### config.mk
export PLATFORM = sky130hd
export DESIGN_NAME = jdc_ctrl
export DESIGN_NICKNAME = d
export VERILOG_FILES = /design/src/rtl/jdc_pkg.sv /design/src/rtl/jdc_ctrl.sv
export SDC_FILE = /design/constraint.sdc
export NUM_CORES = 1
export LEC_CHECK = 0
export ABC_AREA = 1
export BUFFER_PORTS_ARGS = -buffer_cell sky130_fd_sc_hd__buf_2
export CORE_AREA = 5 5 42 44
export DETAILED_ROUTE_END_ITERATION = 16
export DIE_AREA = 0 0 47 49
export PLACE_DENSITY = 0.51
export RECOVER_POWER = 25
export SLEW_MARGIN = 20
export SYNTH_ARGS = -nofsm -noshare
export SYNTH_HDL_FRONTEND = slang
export SYNTH_SLANG_ARGS = --single-unit
### constraint.sdc
create_clock -name clk -period 1.1 [get_ports clk]
set_input_delay 0.055 -clock clk [delete_from_list [all_inputs] [get_ports clk]]
set_output_delay 0.055 -clock clk [all_outputs]
set_load 0.005 [all_outputs]
### src/rtl/jdc_pkg.sv
// ---------------------------------------------------------------------------
// jdc_pkg
// Types, constants and tables of the Julian date converter.
// ---------------------------------------------------------------------------
package jdc_pkg;

	localparam int NUM_STAGES = 7;

	localparam int YEAR_W   = 21;
	localparam int MONTH_W  = 4;
	localparam int DAY_W    = 5;
	localparam int DAYNUM_W = 30;

	localparam logic signed [YEAR_W-1:0]   YEAR_MAX = 21'sd1000000;
	localparam logic signed [YEAR_W-1:0]   YEAR_MIN = -21'sd1000000;
	localparam logic signed [DAYNUM_W-1:0] DAY_MAX  = 30'sd400000000;
	localparam logic signed [DAYNUM_W-1:0] DAY_MIN  = -30'sd400000000;

	// year estimate: floor((4*dn + 1468) / 1461), biased positive by DIV_OFS quotients
	localparam longint DIV_OFS = 1100000;
	localparam logic signed [33:0] DIV_BIAS = 34'(1468 + 1461 * DIV_OFS);
	localparam logic signed [22:0] Q_OFS    = 23'(DIV_OFS);
	localparam logic [31:0] YEAR_RECIP = 32'((64'd1 << 42) / 64'd1461);
	localparam logic [13:0] MON_RECIP  = 14'(((1 << 22) + 366) / 367);

	typedef struct packed {
		logic [NUM_STAGES-1:0] en;
	} pipe_ctrl_t;

	typedef struct packed {
		logic                op;
		logic                err;
		logic                leap;
		logic [YEAR_W-1:0]   year;
		logic [MONTH_W-1:0]  month;
		logic [DAY_W-1:0]    day;
		logic [DAYNUM_W-1:0] dn;
	} carry_t;

	// floor((367*m - 362) / 12)
	function automatic logic signed [9:0] month_base(input logic [MONTH_W-1:0] m);
		logic signed [9:0] r;
		unique case (m)
			4'd0:  r = -10'sd31;
			4'd1:  r = 10'sd0;
			4'd2:  r = 10'sd31;
			4'd3:  r = 10'sd61;
			4'd4:  r = 10'sd92;
			4'd5:  r = 10'sd122;
			4'd6:  r = 10'sd153;
			4'd7:  r = 10'sd183;
			4'd8:  r = 10'sd214;
			4'd9:  r = 10'sd245;
			4'd10: r = 10'sd275;
			4'd11: r = 10'sd306;
			4'd12: r = 10'sd336;
			4'd13: r = 10'sd367;
			4'd14: r = 10'sd398;
			4'd15: r = 10'sd428;
		endcase
		return r;
	endfunction

	// month offset after February: -1 in a leap year, else -2
	function automatic logic signed [2:0] month_adj(input logic [MONTH_W-1:0] m,
		input logic leap);
		logic signed [2:0] r;
		if (m > 4'd2) begin
			r = leap ? -3'sd1 : -3'sd2;
		end else begin
			r = 3'sd0;
		end
		return r;
	endfunction

endpackage

### src/rtl/jdc_ctrl.sv
// ---------------------------------------------------------------------------
// jdc_ctrl
// Valid bits and per-stage advance enables; bubbles collapse under stall.
// ---------------------------------------------------------------------------
module jdc_ctrl (
	input  logic                clk,
	input  logic                arst_n,
	input  logic                in_valid,
	output logic                in_stall,
	output logic                out_valid,
	input  logic                out_stall,
	output jdc_pkg::pipe_ctrl_t ctrl
);

	logic [jdc_pkg::NUM_STAGES-1:0] valid_q;
	logic [jdc_pkg::NUM_STAGES-1:0] en;

	always_comb begin
		en[jdc_pkg::NUM_STAGES-1] = !valid_q[jdc_pkg::NUM_STAGES-1] || !out_stall;
		for (int k = jdc_pkg::NUM_STAGES - 2; k >= 0; k--) begin
			en[k] = !valid_q[k] || en[k+1];
		end
	end

	always_ff @(posedge clk or negedge arst_n) begin
		if (!arst_n) begin
			valid_q <= '0;
		end else begin
			if (en[0]) begin
				valid_q[0] <= in_valid;
			end
			for (int k = 1; k < jdc_pkg::NUM_STAGES; k++) begin
				if (en[k]) begin
					valid_q[k] <= valid_q[k-1];
				end
			end
		end
	end

	assign ctrl.en   = en;
	assign in_stall  = !en[0];
	assign out_valid = valid_q[jdc_pkg::NUM_STAGES-1];

endmodule

==> summary.txt, run 1 <==
Routing
  – Via/cell ratio: approximately 3.7
  – Drt initial violations: 0
  – Detailed Route WL: 606 um
  – DRT antenna net count: 0
  – Via Count: 247
  – Detailed Routing Iterations Pass 1: 1
  – Routed length per instance: between 9 and 10 um
  – # DRC: 0

Power and ir drop
  – Sequential group share of total power: between 40% and 50%
  – Combinational share of power: about a quarter
  – LEAKAGE: roughly 0.24 nW
  – VDD IR max: slightly above 0.0007 V
  – Clock Power Share: between 30% and 40%
  – Switching power: between 0.2 and 0.25 mW
  – Power Density: between 1500 and 2000 nW/um2
  – Cell Int Power: ~0.53 mW
  – Switch share: 29.3%

Global route
  – Largest net degree at the start of global routing: 8
  – GRT overflow: 0
  – Initial antenna violation count: 0
  – First-pass GRT wire length: 1050 um
  – Vias in the first global route: roughly 250
  – GR Util All Layers: 6.75%

Run status
  – Failing checks: negative setup slack
  – Status: finished, violations left

Worst setup path
  – Worst-path fanout max: 5
  – Delay-heaviest family, CP: simple AND/OR/NAND/NOR gates
  – Crit end category: primary output
  – Most common cell on crit path: nand4_4
  – Cells along the critical path: nand4_4 -> nor2_4 -> nand4_4 -> inv_2 -> buf_6
  – FF-to-FF path depth: 5
  – CP peak stage delay: just under 0.4 ns
  – Worst Path Arrival: approximately 1.2 ns
  – R2R Path End: valid_q[0]$_DFFE_PN0P_
  – CP max-delay cell: dfrtp_1
  – Buf/Inv on CP: 2
  – WS Path Type: flip-flop to primary output
  – Crit start category: flip-flop
  – Worst r2r src: valid_q[5]$_DFFE_PN0P_
  – Worst EP required: between 1 and 1.5 ns
  – R2r setup slk: around 0.03 ns

Die
  – Core Footprint: between 1000 and 1500 um2
  – Chip height: between 40 and 50 um
  – Chip width: 47 um
  – Row count: 14
  – Die area: 2300 um2
  – Starting Density: between 20% and 30%
  – IO Pins: 13

Placed design
  – Placed cell area: roughly 380 um2
  – IO buf count: 12
  – GPL Wtd Cong: 0.669
  – DP HPWL: 458 um

Finish
  – Commonest non-fill, non-tap cell in the layout: buf_2
  – Post-route cell area: ~460 um2
  – Max reg flops: 7
  – Largest regs: valid_q (7)
  – Share of cells above drive strength 1: approximately 44%
  – P&R area growth vs syn: 55.3%
  – Most flops, register: valid_q
  – Ant diodes: 0
  – Fin nets: 55
  – Most frequent cells in the layout: 10 x buf_2, 8 x nand2_1, 7 x inv_1, 6 x dfrtp_1

STA
  – Setup Skew: 0.00291 ns
  – Max-slew violations: 0
  – Ratio of final minimum period to clock period: 115%
  – Hold Vio Cnt, Final: 0
  – Worst Max-Slew Pin Slew: between 0.3 and 0.4 ns
  – Slack of the critical path: -0.163 ns
  – Hold slack: 0.0856 ns
  – Highest Clock Rate: between 700 and 800 MHz
  – Final Setup Violations: 5
  – Slew headroom: around 75%
  – Unrepaired setup endpoints after global routing: yes
  – Fin crit period: around 1.3 ns

Synth
  – Yosys cell types: 8
  – Post-Syn Area: ~300 um2
  – Seq/Total Area, Yosys: 59.1%
  – Seq cells post-synth: 7
  – Synthesized instance count: 29
  – Syn_nets: 33
  – Syn_area_per_cell: slightly above 10 um2
  – Synthesis warning total: 0

CTS
  – H-tree depth: 1
  – CTS sink count: 7
  – Clk buf depth: 2
  – Clock slew seen by the registers of the worst setup and hold paths: about 0.05 ns
  – CTS tree: done
  – Clock root buffer: clkbuf_4
  – Num CTS Buffers: 3
  – Worst-Skew Late Latency: between 0.2 and 0.3 ns

Run
  – Max-cap violations: 0

Worst hold path
  – Hold Crit Class: primary input to flip-flop
  – Hold Path Sink: valid_q[6]$_DFFE_PN0P_
  – Hold_sp: out_stall
  – Hold path cells: 3
==> power by group through the flow <==
| stage | sequential, mW | clock [mW] | combinational [mW] |
|---|---|---|---|
| 2_1_floorplan | 0.328 | 0 | 0.0930 |
| 3_3_place_gp | 0.334 | 0 | 0.159 |
| 3_5_place_dp | 0.333 | 0 | 0.160 |
| 4_1_cts | 0.329 | 0.237 | 0.177 |
| 5_1_grt | 0.341 | 0.258 | 0.221 |
| 6_report | 0.333 | 0.228 | 0.195 |
==> cells by family after synthesis <==
logic type / Yosys count / synth area share (%)
buffers and inverters: 8 / 10.1
AND/OR/NAND/NOR: 14 / 30.8
flip-flops: 7 / 59.1
==> worst reg2reg max path: cells and delay by family, from the launching register on <==
kind / cells / cell delay (ns)
flops: 1 / 0.39
simple gates: 4 / 0.48
buf+inv: 1 / 0.15
==> cell type report <==
type	instances	area [um2]
Timing Repair Buffer	17	108
Tap cell	16	20.0
Clock buffer	4	26.3
Fill cell	149	941
Multi-Input combinational cell	14	100
Inverter	8	30.0
Sequential cell	7	176
==> repair_timing <==
action,in CTS,in global routing
endpoints found under the setup margin,5,6
resized for setup,0,4
setup buffers,1,2
hold buffers,2,0
pin swaps,0,2
hold endpoints to repair,8,0
==> cell usage after synthesis <==
cell	instances	area share, %
nand4_4	1	7.2
or2_1	1	2.1
inv_1	8	10
dfrtp_1	7	59
nand3_1	2	3.4
nand4_2	1	4.2
nor2_4	1	3.8
nand2_1	8	10
==> worst max path at each step <==
stage	from	endpoint	slack (ns)	cells past startpoint
after floorplan	valid_q[6]$_DFFE_PN0P_	in_stall	0.17	4
after global placement	valid_q[6]$_DFFE_PN0P_	in_stall	0.10	5
after detailed placement	valid_q[6]$_DFFE_PN0P_	in_stall	0.07	5
after CTS	valid_q[6]$_DFFE_PN0P_	in_stall	-0.20	5
after global routing	valid_q[5]$_DFFE_PN0P_	in_stall	-0.27	5
final	valid_q[5]$_DFFE_PN0P_	in_stall	-0.16	5
==> stage by stage <==
step / util [%] / std cells / power, mW / setup TNS, ns / setup WS, ns
2_1_floorplan: - / 29 / 0.421 / 0 / 0.169
6_report: 32.9 / 66 / 0.755 / -0.687 / -0.163
5_1_grt: 32.9 / 66 / 0.820 / -1.26 / -0.272
3_5_place_dp: 26.9 / 57 / 0.493 / 0 / 0.0706
4_1_cts: 30.7 / 64 / 0.743 / -0.837 / -0.198
3_3_place_gp: 26.9 / 57 / 0.493 / 0 / 0.102
==> metal layers <==
layer	vias to the layer above	GRT usage [%]	wire length, um
met5	-	0	0
met4	0	2.76	0
met3	0	5.90	80
met2	14	8.60	274
met1	106	7.90	251
li1	127	-	-
Note: power is estimated with default switching activity, not from simulation.
==> run 2: changes to the inputs <==
==> constraint.sdc (replaced) <==
create_clock -name clk -period 1.6 [get_ports clk]
set_input_delay 0.08 -clock clk [delete_from_list [all_inputs] [get_ports clk]]
set_output_delay 0.08 -clock clk [all_outputs]
set_load 0.005 [all_outputs]
==> run 2 against run 1 <==
Effect of this change: the flow now finishes without violations; count of clock-buffer cells in the layout did not move; cell area fell by 11%; critical path depth did not move; largest cell class unchanged; critical endpoint unchanged.
==> summary.txt, run 2 (synthesized netlist as in run 1, its figures left out) <==
Placed design
  – IO buf count: 12
  – Pre-CTS WS: 0.540 ns
  – GPL Wtd Cong: 0.642
  – DP HPWL: between 400 and 500 um
  – Placed cell area: roughly 380 um2

Finish
  – Share of cells above drive strength 1: a little under two fifths
  – Commonest non-fill, non-tap cell in the layout: buf_2
  – Most frequent cells in the layout: 11 x buf_2, 8 x nand2_1, 8 x inv_1, 7 x dfrtp_1, 3 x clkbuf_4
  – Largest regs: valid_q (7)
  – P&R area growth vs syn: 38.8%
  – Most flops, register: valid_q
  – Fin nets: 51
  – Max reg flops: 7
  – Ant diodes: 0
  – Post-route cell area: just over 400 um2

Die
  – Row count: 14
  – IO Pins: 13
  – Starting Density: 21.2%
  – Chip height: roughly 49 um
  – Die area: about 2300 um2
  – Core Footprint: about 1400 um2
  – Chip width: approximately 47 um

STA
  – Final Setup Violations: 0
  – Highest Clock Rate: about 760 MHz
  – Max-slew violations: 0
  – Final setup TNS: 0 ns
  – Unrepaired setup endpoints after global routing: no
  – Worst Max-Slew Pin Slew: slightly below 0.4 ns
  – Fin crit period: ~1.3 ns
  – Hold Vio Cnt, Final: 0
  – Ratio of final minimum period to clock period: 81.9%
  – Setup Skew: 0.000386 ns
  – Slew headroom: about 74%
  – Slack of the critical path: approximately 0.29 ns

CTS
  – H-tree depth: 1
  – Num CTS Buffers: 3
  – Clk buf depth: 2
  – Cts repair resizes: 0
  – CTS tree: done
  – CTS sink count: 7
  – Worst-Skew Late Latency: 0.25 ns
  – Post-CTS Setup Inserts: 0
  – Clock slew seen by the registers of the worst setup and hold paths: ~0.05 ns
  – Clock root buffer: clkbuf_4
  – Hold Buf Count CTS: 1

Global route
  – Vias in the first global route: 218
  – Largest net degree at the start of global routing: 8
  – First-pass GRT wire length: roughly 900 um
  – GRT overflow: 0
  – Initial antenna violation count: 0
  – GR Util All Layers: 6.09%

Worst hold path
  – Hold Crit Class: primary input to flip-flop

Worst setup path
  – CP max-delay cell: dfrtp_1
  – WS Path Type: flip-flop to primary output
  – Worst Path Arrival: 1.23 ns
  – Delay-heaviest family, CP: simple AND/OR/NAND/NOR gates
  – Worst-path fanout max: 5
  – Buf/Inv on CP: 2
  – Worst EP required: between 1.5 and 2 ns
  – Cells along the critical path: nand4_4 -> nor2_4 -> nand4_2 -> inv_1 -> buf_2
  – Crit end category: primary output
  – Crit start category: flip-flop
  – CP peak stage delay: ~0.41 ns

Run status
  – Status: finished, final reports clean

Routing
  – Detailed Route WL: 551 um
  – Drt initial violations: 3
  – Via Count: between 200 and 250
  – DRT antenna net count: 0
  – # DRC: 0
  – Routed length per instance: 8.89 um
  – Via/cell ratio: approximately 3.8
  – Detailed Routing Iterations Pass 1: 2

Run
  – Max-cap violations: 0

Power and ir drop
  – Power Density: roughly 1200 nW/um2
  – Total power: a little under 0.5 mW
  – VDD IR max: 0.000423 V
  – LEAKAGE: around 0.22 nW
-- run 2: final cells by class --
cell class | count | area (um2)
multi-input cells | 14 | 91.3
flip-flops and latches | 7 | 175
repair buffers | 13 | 68.8
clock buffers | 4 | 26.3
fillers | 152 | 990
inverters | 8 | 30.0
well taps | 16 | 20.0
-- run 2: worst paths after layout --
| check | from | endpoint | slack (ns) | cells past startpoint |
|---|---|---|---|---|
| max | valid_q[6]$_DFFE_PN0P_ | in_stall | 0.29 | 5 |
| min | in_valid | valid_q[0]$_DFFE_PN0P_ | 0.02 | 3 |
| max reg2reg | valid_q[6]$_DFFE_PN0P_ | valid_q[0]$_DFFE_PN0P_ | 0.65 | 4 |
| min reg2reg | valid_q[3]$_DFFE_PN0P_ | valid_q[4]$_DFFE_PN0P_ | 0.47 | 2 |
| max in group asynchronous | arst_n | valid_q[3]$_DFFE_PN0P_ | 1.06 | 2 |
| min in group asynchronous | arst_n | valid_q[2]$_DFFE_PN0P_ | 0.26 | 2 |
-- run 2: worst min-delay path, stage by stage --
cell and delay, ns:
buf_2 0.07, inv_1 0.03, nand2_1 0.05
-- run 2: per-layer routing --
layer  vias up  track usage [%]  share of wire (%)
met5         -                0                  0
met4         0             4.15                  0
met3         0             5.54                 13
met2        12             7.47                 44
met1       103             6.49                 43
li1        122                -                  -
-- run 2: through the flow --
| step | instances | util (%) | hold slack, ns |
|---|---|---|---|
| after detailed placement | 57 | 26.9 | -0.0781 |
| after global routing | 62 | 29.4 | 0.0164 |
| after global placement | 57 | 26.9 | -0.0782 |
| final | 62 | 29.4 | 0.0164 |
| after CTS | 62 | 29.5 | 0.00666 |
| after floorplan | 29 | - | -0.216 |
-- run 2: where the power goes --
part	internal [mW]	total [mW]	switching, mW
combinational	0.0502	0.107	0.0573
clock	0.0951	0.159	0.0638
sequential	0.203	0.227	0.0236
